[src/hdl/inline_color_tag_parser_core_macros.svh]
// ----------------------------------------------------------------------------
// Inline color tag parser - assertion macros
// Concurrent assertion shorthands used by the top level, which checks itself.
// ----------------------------------------------------------------------------
`ifndef INLINE_COLOR_TAG_PARSER_CORE_MACROS_SVH
`define INLINE_COLOR_TAG_PARSER_CORE_MACROS_SVH

// Same-cycle implication, off while reset is asserted.
`define ICTP_ASSERT_IMPL(name, clk, rst_n, ante, cons) \
	name: assert property (@(posedge clk) disable iff (!rst_n) (ante) |-> (cons)) \
		else $error("ictp: same-cycle check failed");

// Next-cycle implication, off while reset is asserted.
`define ICTP_ASSERT_NEXT(name, clk, rst_n, ante, cons) \
	name: assert property (@(posedge clk) disable iff (!rst_n) (ante) |=> (cons)) \
		else $error("ictp: next-cycle check failed");

`endif

[src/hdl/ictp_pkg.sv]
// ----------------------------------------------------------------------------
// Inline color tag parser - package
// Item types, character codes and the character classifier.
// ----------------------------------------------------------------------------
package ictp_pkg;

	localparam int WINDOW_DEPTH = 10;
	localparam int WIN_CNT_W    = $clog2(WINDOW_DEPTH + 1);
	localparam int WIN_IDX_W    = $clog2(WINDOW_DEPTH);
	localparam int SHORT_DIGITS = 6;
	localparam int LONG_DIGITS  = 8;
	localparam int QUEUE_DEPTH  = 2;

	localparam logic [15:0] OPEN_BRACE  = 16'h007B;
	localparam logic [15:0] CLOSE_BRACE = 16'h007D;
	localparam logic [15:0] CHAR_DIG_LO = 16'h0030;
	localparam logic [15:0] CHAR_DIG_HI = 16'h0039;
	localparam logic [15:0] CHAR_LC_LO  = 16'h0061;
	localparam logic [15:0] CHAR_LC_HI  = 16'h0066;
	localparam logic [15:0] CHAR_UC_LO  = 16'h0041;
	localparam logic [15:0] CHAR_UC_HI  = 16'h0046;
	localparam logic [31:0] OPAQUE_ALPHA = 32'hFF00_0000;

	typedef enum logic {
		KIND_CHAR = 1'b0,
		KIND_END  = 1'b1
	} kind_t;

	typedef struct packed {
		kind_t       kind;
		logic [15:0] character;
		logic [31:0] default_color;
	} in_item_t;

	typedef struct packed {
		logic [15:0] out_char;
		logic [31:0] out_color;
		logic        has_char;
		logic        run_last;
		logic        message_end;
	} out_item_t;

	// Character with its tag class worked out up front.
	typedef struct packed {
		logic [15:0] character;
		logic        is_open;
		logic        is_close;
		logic        is_hex;
		logic [3:0]  nibble;
	} cls_char_t;

	typedef struct packed {
		kind_t       kind;
		logic [31:0] default_color;
		cls_char_t   glyph;
	} q_item_t;

	typedef struct packed {
		logic                 idle;
		logic [WIN_CNT_W-1:0] win_cnt;
	} stat_t;

	function automatic cls_char_t classify(input logic [15:0] c);
		cls_char_t r;
		r.character = c;
		r.is_open   = (c == OPEN_BRACE);
		r.is_close  = (c == CLOSE_BRACE);
		r.is_hex    = 1'b1;
		r.nibble    = c[3:0];
		if (c inside {[CHAR_DIG_LO:CHAR_DIG_HI]}) begin
			r.nibble = c[3:0];
		end else if (c inside {[CHAR_LC_LO:CHAR_LC_HI], [CHAR_UC_LO:CHAR_UC_HI]}) begin
			r.nibble = 4'(c[3:0] + 4'd9);
		end else begin
			r.is_hex = 1'b0;
			r.nibble = '0;
		end
		return r;
	endfunction

endpackage

[src/hdl/ictp_chan_if.sv]
// ----------------------------------------------------------------------------
// Inline color tag parser - channel interface
// Valid/ready channel with a typed payload.
// ----------------------------------------------------------------------------
interface ictp_chan_if #(
	parameter type payload_t = logic
) ();
	logic     valid;
	logic     ready;
	payload_t payload;

	modport source (output valid, output payload, input ready);
	modport sink (input valid, input payload, output ready);
endinterface

[src/hdl/inline_color_tag_parser_core.sv]
// ----------------------------------------------------------------------------
// Inline color tag parser - top level
// Strips {RRGGBB} and {AARRGGBB} color tags from a character stream and
// tags every visible character with the ARGB color in force.
// ----------------------------------------------------------------------------
//
//  Channel | Dir | Payload                                        | Handshake
//  --------+-----+------------------------------------------------+-----------
//  text    | in  | kind, character, default_color                 | valid/ready
//  glyph   | out | out_char, out_color, has_char, run_last,        | valid/ready
//          |     | message_end                                    |
//
//  Steps: the back end takes a request while idle, then spends a drain step on
//  each released character and each matched tag and a closing step before it
//  returns to idle; the front end queues a request every cycle while not full.
//  Reset: arst_n empties queue, window and result register; a new message starts.
//  Stalls: a full result register holds the drain, a full queue drops ready on
//  text; each character is held until the next step shows whether it was last.
//
`include "inline_color_tag_parser_core_macros.svh"

module inline_color_tag_parser_core #(
	parameter int QUEUE_DEPTH = ictp_pkg::QUEUE_DEPTH
) (
	input logic        clk,
	input logic        arst_n,
	ictp_chan_if.sink   text,
	ictp_chan_if.source glyph
);

	// Classified jobs from the front end to the back end.
	ictp_chan_if #(.payload_t(ictp_pkg::q_item_t)) q_chan ();

	ictp_pkg::stat_t stat;

	// Front: accept, classify, queue.
	ictp_front #(
		.QUEUE_DEPTH(QUEUE_DEPTH)
	) u_front (
		.clk    (clk),
		.arst_n (arst_n),
		.text   (text),
		.job    (q_chan)
	);

	// Back: append to window, resolve tags, release characters.
	ictp_back u_back (
		.clk    (clk),
		.arst_n (arst_n),
		.job    (q_chan),
		.glyph  (glyph),
		.stat   (stat)
	);

	// A bare result closes the message and carries no character.
	`ICTP_ASSERT_IMPL(a_bare_closes, clk, arst_n, glyph.valid && !glyph.payload.has_char, glyph.payload.run_last && glyph.payload.message_end && glyph.payload.out_char == '0)

	// The end of a message is always the last result of its request.
	`ICTP_ASSERT_IMPL(a_end_is_last, clk, arst_n, glyph.valid && glyph.payload.message_end, glyph.payload.run_last)

	// Between requests the window never stays full.
	`ICTP_ASSERT_IMPL(a_window_open, clk, arst_n, stat.idle, stat.win_cnt < ictp_pkg::WIN_CNT_W'(ictp_pkg::WINDOW_DEPTH))

	// The back end leaves idle only on a queued job.
	`ICTP_ASSERT_NEXT(a_idle_holds, clk, arst_n, stat.idle && !q_chan.valid, stat.idle)

endmodule

[src/hdl/ictp_front.sv]
// ----------------------------------------------------------------------------
// Inline color tag parser - front end
// Accepts requests, classifies the character and queues the job.
// ----------------------------------------------------------------------------
module ictp_front #(
	parameter int QUEUE_DEPTH = ictp_pkg::QUEUE_DEPTH
) (
	input logic        clk,
	input logic        arst_n,
	ictp_chan_if.sink   text,
	ictp_chan_if.source job
);
	localparam int PTR_W = $clog2(QUEUE_DEPTH);
	localparam int CNT_W = $clog2(QUEUE_DEPTH + 1);

	ictp_pkg::q_item_t mem_q [QUEUE_DEPTH];
	logic [PTR_W-1:0]  wr_ptr_q;
	logic [PTR_W-1:0]  rd_ptr_q;
	logic [CNT_W-1:0]  cnt_q;
	ictp_pkg::q_item_t item;
	logic              push;
	logic              pop;

	assign text.ready  = (cnt_q != CNT_W'(QUEUE_DEPTH));
	assign job.valid   = (cnt_q != '0);
	assign job.payload = mem_q[rd_ptr_q];
	assign push        = text.valid && text.ready;
	assign pop         = job.valid && job.ready;

	always_comb begin
		item.kind          = text.payload.kind;
		item.default_color = text.payload.default_color;
		item.glyph         = ictp_pkg::classify(text.payload.character);
	end

	always_ff @(posedge clk or negedge arst_n) begin
		if (!arst_n) begin
			wr_ptr_q <= '0;
			rd_ptr_q <= '0;
			cnt_q    <= '0;
		end else begin
			if (push) begin
				wr_ptr_q <= (wr_ptr_q == PTR_W'(QUEUE_DEPTH - 1)) ? '0 : wr_ptr_q + 1'b1;
			end
			if (pop) begin
				rd_ptr_q <= (rd_ptr_q == PTR_W'(QUEUE_DEPTH - 1)) ? '0 : rd_ptr_q + 1'b1;
			end
			case ({push, pop})
				2'b10:   cnt_q <= cnt_q + 1'b1;
				2'b01:   cnt_q <= cnt_q - 1'b1;
				default: cnt_q <= cnt_q;
			endcase
		end
	end

	always_ff @(posedge clk) begin
		if (push) begin
			mem_q[wr_ptr_q] <= item;
		end
	end

endmodule

[src/hdl/ictp_back.sv]
// ----------------------------------------------------------------------------
// Inline color tag parser - back end
// Pending window, tag judge, color state and result register.
// ----------------------------------------------------------------------------
module ictp_back (
	input  logic            clk,
	input  logic            arst_n,
	ictp_chan_if.sink        job,
	ictp_chan_if.source      glyph,
	output ictp_pkg::stat_t  stat
);
	localparam int D     = ictp_pkg::WINDOW_DEPTH;
	localparam int CW    = ictp_pkg::WIN_CNT_W;
	localparam int IW    = ictp_pkg::WIN_IDX_W;
	localparam int SD    = ictp_pkg::SHORT_DIGITS;
	localparam int LD    = ictp_pkg::LONG_DIGITS;
	localparam int SHORT_W = 4 * SD;

	typedef enum logic [1:0] {
		ST_IDLE  = 2'b01,
		ST_DRAIN = 2'b10
	} state_t;

	typedef enum logic [1:0] {
		ACT_EMIT,
		ACT_TAG6,
		ACT_TAG8,
		ACT_DONE
	} act_t;

	state_t                state_q;
	logic [CW-1:0]         cnt_q;
	ictp_pkg::cls_char_t   win_q [D];
	logic [31:0]           color_q;
	logic                  at_start_q;
	logic                  final_q;
	logic                  hold_valid_q;
	logic [15:0]           hold_char_q;
	logic [31:0]           hold_color_q;
	logic                  out_valid_q;
	ictp_pkg::out_item_t   out_data_q;

	logic                  fail6;
	logic                  fail8;
	logic [SHORT_W-1:0]    v6;
	logic [31:0]           v8;
	act_t                  act;
	logic                  need_push;
	ictp_pkg::out_item_t   push_data;
	logic                  out_free;
	logic                  step_go;
	logic                  push;
	logic                  pop;
	logic                  append;
	logic [IW-1:0]         wr_idx;
	logic [CW-1:0]         app_cnt;

	// Judge the tag that opens at the oldest entry.
	always_comb begin
		fail6 = 1'b0;
		fail8 = 1'b0;
		v6    = '0;
		v8    = '0;
		for (int i = 1; i <= SD; i++) begin
			if (CW'(i) < cnt_q && !win_q[i].is_hex) fail6 = 1'b1;
			v6 = {v6[SHORT_W-5:0], win_q[i].nibble};
		end
		if (CW'(SD + 1) < cnt_q && !win_q[SD + 1].is_close) fail6 = 1'b1;
		for (int i = 1; i <= LD; i++) begin
			if (CW'(i) < cnt_q && !win_q[i].is_hex) fail8 = 1'b1;
			v8 = {v8[27:0], win_q[i].nibble};
		end
		if (CW'(LD + 1) < cnt_q && !win_q[LD + 1].is_close) fail8 = 1'b1;

		if (cnt_q == '0) begin
			act = ACT_DONE;
		end else if (!win_q[0].is_open) begin
			act = ACT_EMIT;
		end else if (!fail6 && cnt_q > CW'(SD + 1)) begin
			act = ACT_TAG6;
		end else if (!fail6 && !final_q) begin
			act = ACT_DONE;
		end else if (!fail8 && cnt_q > CW'(LD + 1)) begin
			act = ACT_TAG8;
		end else if (!fail8 && !final_q) begin
			act = ACT_DONE;
		end else begin
			act = ACT_EMIT;
		end
	end

	// The held character goes out once the next step shows whether it was last.
	always_comb begin
		need_push = 1'b0;
		push_data = '0;
		case (act)
			ACT_EMIT: begin
				need_push             = hold_valid_q;
				push_data.out_char    = hold_char_q;
				push_data.out_color   = hold_color_q;
				push_data.has_char    = 1'b1;
			end
			ACT_DONE: begin
				need_push             = hold_valid_q || final_q;
				push_data.run_last    = 1'b1;
				if (hold_valid_q) begin
					push_data.out_char    = hold_char_q;
					push_data.out_color   = hold_color_q;
					push_data.has_char    = 1'b1;
					push_data.message_end = final_q;
				end else begin
					push_data.out_color   = color_q;
					push_data.message_end = 1'b1;
				end
			end
			default: begin
				need_push = 1'b0;
			end
		endcase
	end

	assign out_free      = !out_valid_q || glyph.ready;
	assign step_go       = (state_q == ST_DRAIN) && (!need_push || out_free);
	assign push          = step_go && need_push;
	assign job.ready     = (state_q == ST_IDLE);
	assign pop           = job.valid && job.ready;
	assign append        = pop && (job.payload.kind == ictp_pkg::KIND_CHAR);
	assign wr_idx        = (cnt_q == CW'(D)) ? IW'(D - 1) : cnt_q[IW-1:0];
	assign app_cnt       = CW'(wr_idx) + 1'b1;
	assign glyph.valid   = out_valid_q;
	assign glyph.payload = out_data_q;
	assign stat.idle     = (state_q == ST_IDLE);
	assign stat.win_cnt  = cnt_q;

	always_ff @(posedge clk or negedge arst_n) begin
		if (!arst_n) begin
			state_q      <= ST_IDLE;
			cnt_q        <= '0;
			color_q      <= '0;
			at_start_q   <= 1'b1;
			final_q      <= 1'b0;
			hold_valid_q <= 1'b0;
			out_valid_q  <= 1'b0;
		end else begin
			if (push) begin
				out_valid_q <= 1'b1;
			end else if (glyph.ready) begin
				out_valid_q <= 1'b0;
			end
			case (state_q)
				ST_IDLE: begin
					if (pop) begin
						if (at_start_q) begin
							color_q    <= job.payload.default_color;
							at_start_q <= 1'b0;
						end
						final_q <= (job.payload.kind == ictp_pkg::KIND_END);
						if (append) cnt_q <= app_cnt;
						state_q <= ST_DRAIN;
					end
				end
				ST_DRAIN: begin
					if (step_go) begin
						case (act)
							ACT_EMIT: begin
								hold_valid_q <= 1'b1;
								cnt_q        <= cnt_q - 1'b1;
							end
							ACT_TAG6: begin
								color_q <= ictp_pkg::OPAQUE_ALPHA | 32'(v6);
								cnt_q   <= cnt_q - CW'(SD + 2);
							end
							ACT_TAG8: begin
								color_q <= v8;
								cnt_q   <= '0;
							end
							default: begin
								hold_valid_q <= 1'b0;
								if (final_q) begin
									cnt_q      <= '0;
									at_start_q <= 1'b1;
								end
								state_q <= ST_IDLE;
							end
						endcase
					end
				end
				default: begin
					state_q <= ST_IDLE;
				end
			endcase
		end
	end

	always_ff @(posedge clk) begin
		if (push) begin
			out_data_q <= push_data;
		end
		if (step_go && act == ACT_EMIT) begin
			hold_char_q  <= win_q[0].character;
			hold_color_q <= color_q;
		end
		if (append) begin
			for (int i = 0; i < D; i++) begin
				if (IW'(i) == wr_idx) win_q[i] <= job.payload.glyph;
			end
		end else if (step_go && act == ACT_EMIT) begin
			for (int i = 0; i < D - 1; i++) begin
				win_q[i] <= win_q[i + 1];
			end
		end else if (step_go && act == ACT_TAG6) begin
			for (int i = 0; i < D - (SD + 2); i++) begin
				win_q[i] <= win_q[i + SD + 2];
			end
		end
	end

endmodule

[src/flat_wrapper.sv]
// flat-port wrapper written by rule: the top's interface ports become plain ports
module inline_color_tag_parser_core_flat 
#(
	parameter int QUEUE_DEPTH = ictp_pkg::QUEUE_DEPTH
)
  (clk, arst_n, text_valid, text_payload, text_ready, glyph_valid, glyph_payload, glyph_ready);
  ictp_chan_if #(.payload_t(ictp_pkg::in_item_t)) text_i ();
  ictp_chan_if #(.payload_t(ictp_pkg::out_item_t)) glyph_i ();
  input logic clk;
  input logic arst_n;
  input wire logic [$bits(text_i.valid)-1:0] text_valid;
  input wire logic [$bits(text_i.payload)-1:0] text_payload;
  output wire logic [$bits(text_i.ready)-1:0] text_ready;
  output wire logic [$bits(glyph_i.valid)-1:0] glyph_valid;
  output wire logic [$bits(glyph_i.payload)-1:0] glyph_payload;
  input wire logic [$bits(glyph_i.ready)-1:0] glyph_ready;
  assign text_i.valid = text_valid;
  assign text_i.payload = text_payload;
  assign text_ready = text_i.ready;
  assign glyph_valid = glyph_i.valid;
  assign glyph_payload = glyph_i.payload;
  assign glyph_i.ready = glyph_ready;
  inline_color_tag_parser_core #(.QUEUE_DEPTH(QUEUE_DEPTH)) u_core (.clk(clk), .arst_n(arst_n), .text(text_i), .glyph(glyph_i));
endmodule
[config.mk]
export PLATFORM = sky130hd
export DESIGN_NAME = inline_color_tag_parser_core_flat
export DESIGN_NICKNAME = d
export VERILOG_FILES = /design/src/hdl/ictp_pkg.sv /design/src/hdl/ictp_chan_if.sv /design/src/hdl/inline_color_tag_parser_core.sv /design/src/hdl/ictp_front.sv /design/src/hdl/ictp_back.sv /design/src/flat_wrapper.sv
export VERILOG_INCLUDE_DIRS = /design/src /design/src/hdl
export SDC_FILE = /design/constraint.sdc
export NUM_CORES = 1
export LEC_CHECK = 0
export BUFFER_PORTS_ARGS = -buffer_cell sky130_fd_sc_hd__buf_2
export CAP_MARGIN = 0
export CORE_MARGIN = 5
export CORE_UTILIZATION = 32
export CTS_BUF_LIST = sky130_fd_sc_hd__clkbuf_2
export DETAILED_ROUTE_END_ITERATION = 12
export SYNTH_ARGS = -nofsm -noshare
export SYNTH_HDL_FRONTEND = slang
export SYNTH_HIERARCHICAL = 1
export SYNTH_SLANG_ARGS = --single-unit
[constraint.sdc]
create_clock -name clk -period 22 [get_ports clk]
set_clock_uncertainty 0.2 [all_clocks]
set_input_delay 2.2 -clock clk [delete_from_list [all_inputs] [get_ports clk]]
set_output_delay 2.2 -clock clk [all_outputs]
set_load 0.02 [all_outputs]
==> results_dict.tcl <==
set metrics [dict create \
    design_area_sq_um 21900 \
    netlist_area_sq_um 19700 \
    rr_endpoint "u_core/u_back/win_q[7][19]" \
    finalCritPeriodShare_pct 25.6 \
    drv_cap 0 \
    cp-end-kind "flop" \
    internal-power_mw 2.09 \
    switchingPower_mw 1.21 \
    hold_path.class "reg -> reg" \
    grt_overflow 0 \
    finalSetupViolCount 0 \
    drive_gt1_share_pct 25.0 \
    synth_warnings 6 \
    fp.coreArea_sq_um 61300 \
    fmax_mhz 177 \
    setup_tns_ns 0 \
    slowest_delay_ns 0.97 \
    vias 11400 \
    cts_tree "built" \
    cts_buffer_depth 3 \
    ioPinCount 106 \
    share_comb_of_total_power_pct 35.9 \
    post-place-ws_ns 16.55 \
    power.total_mw 3.30 \
    required_ns 22.71 \
    ir_drop_mv 0.0626 \
    min_delay_path_depth 0 \
    grt_max_degree 125 \
    hpwl_microns 28300 \
    cts.sinks 475 \
    drcViolationCount 0 \
    cts_buffers 114 \
    utilization_pct 35.8 \
    vias_per_cell 4.81 \
    drt_first_pass_iters 5 \
    synthCells 1347 \
    syn-num-nets 1416 \
    row_count 91 \
    die_h_microns 258 \
    post_drt_wl_per_cell_microns 18.9 \
    clkTransAtPathRegs_ns 0.13 \
    grt_pass1_vias 11800 \
    critical-path-top-delay-family "compound AO/OA/AOI/OAI gates" \
    worstPathCellList "inv_1, ha_1, nor3_1, a2111oi_0, o2111ai_1, o21ai_0, inv_1, ha_1, or2_4, a311oi_4, or2_4, buf_4, a21o_1" \
    wl_microns 44900 \
    final-hold-violation-count 0 \
    final_nets 1566 \
    grt_setup_unrepaired "no" \
    grt_pass1_wl_microns 69700 \
    antenna_left 0 \
    holdWs_ns 0.154 \
    setup_slack_ns 16.36 \
    drt_iter0_drc 671 \
    relSlewSlack_pct 21.7 \
    cts_resized 0 \
    seq_power_share_pct 47.5 \
    crit_type "reg -> reg" \
    worstSetupStartpointType "flop" \
    cts_max_level 3 \
    gr-usage-all-layers_pct 13.4 \
    clk_latency_ns 1.15 \
    die_area_sq_um 66600 \
    power.leakage_nw 8.64 \
    p_clk_share_pct 16.6 \
    dp_cells 2171 \
    area_growth_pct 11.5 \
    cts_setup_buffers 0 \
    r2r-start "u_core/u_back/cnt_q[1]" \
    min_from "u_core/u_back/color_q[25]" \
    cts-hold-fix-buffers 0 \
    antenna_found_initial 4 \
    critPathSlowestCell "buf_4" \
    placed_area_sq_um 20900 \
    rrSetupSlack_ns 16.36 \
    start_util_pct 32.1 \
    hold_path_end "u_core/u_back/hold_color_q[25]" \
    die_w_microns 258 \
    critPathArrivalTime_ns 6.35 \
    finalNonFillerCells 2373 \
    slew_viol_final 0 \
    worstPathMaxFanout 124 \
    syn_area_per_cell_sq_um 14.6 \
    r2r_cells 13 \
    min_period_ns 5.64 \
    timing.critical_path.buf_inv 3 \
    worst_slew_pin_slew_ns 1.17 \
    swShare_pct 36.8 \
    gp_congestion 0.827 \
    root_buffer "clkbuf_2" \
    portBuffers 105 \
    outcome "complete, no violations" \
    powerDensity_nw_per_um2 150 \
]
## worst max-delay path by stage
stage                      startpoint                         end  slack, ns  cells after the start
4_1_cts        u_core/u_back/cnt_q[1]  u_core/u_back/win_q[9][13]      16.41                     13
3_5_place_dp   u_core/u_back/cnt_q[0]  u_core/u_back/win_q[9][13]      16.55                     13
6_report       u_core/u_back/cnt_q[1]  u_core/u_back/win_q[7][19]      16.36                     13
3_3_place_gp   u_core/u_back/cnt_q[0]  u_core/u_back/win_q[9][22]      16.70                     13
5_1_grt        u_core/u_back/cnt_q[1]  u_core/u_back/win_q[9][22]      15.90                     13
2_1_floorplan  u_core/u_back/cnt_q[0]   u_core/u_back/glyph.valid      13.84                     12
## power groups by stage
stage	Sequential, mW	Clock, mW	Combinational (mW)
after global placement	1.58	0	1.17
after detailed placement	1.59	0	1.20
final	1.57	0.548	1.18
after CTS	1.57	0.576	1.20
after global routing	1.60	0.625	1.30
after floorplan	1.57	0	0.852
## cell usage in the layout, fill, tap and decap left out, drive strengths merged, types with 2 or more instances in the layout
cell,n
nand2b,3
o21ai,49
nor3b,3
xor2,2
nor3,3
or4b,2
a22oi,2
clkinv,25
a31o,2
or2,5
inv,19
and3,4
a32o,2
xnor2,3
nand3b,11
ha,16
edfxtp,429
nor2,83
a22o,32
or4,3
dfrtp,44
o21bai,3
buf,130
diode,4
clkbuf,168
and2,64
a21oi,32
nand3,4
nor2b,9
a31oi,40
a211oi,2
nor4,3
o22ai,2
clkinvlp,2
mux2,58
a21o,164
mux2i,24
nand2,116
dfstp,2
## area by class of cell
type / instances / area (sq um)
Tap cell: 790 / 988
Multi-Input combinational cell: 760 / 5140
Antenna cell: 4 / 10.0
Fill cell: 5909 / 39300
Clock buffer: 168 / 841
Inverter: 16 / 60.1
Timing Repair Buffer: 130 / 713
Sequential cell: 475 / 14000
Clock inverter: 30 / 148
## flip-flops by register name (all words and copies together), names as in the netlist, 2 cells and up
| register | cells |
|---|---|
| u_core/u_back/cnt_q | 4 |
| u_core/u_back/color_q | 32 |
| u_core/u_back/glyph.payload | 51 |
| u_core/u_back/hold_char_q | 16 |
| u_core/u_back/hold_color_q | 32 |
| u_core/u_back/state_q | 2 |
| u_core/u_back/win_q | 218 |
| u_core/u_front/cnt_q | 2 |
| u_core/u_front/mem_q | 112 |
## routing by layer
layer  track usage, %  up-vias  routed length [microns]
met5                0        -                       13
met4             4.33        2                      717
met3             3.36       55                     2520
met2             21.9      297                    21700
met1             17.6     5669                    19900
li1                 -     5401                        -
(Power assumes the default switching activity.)
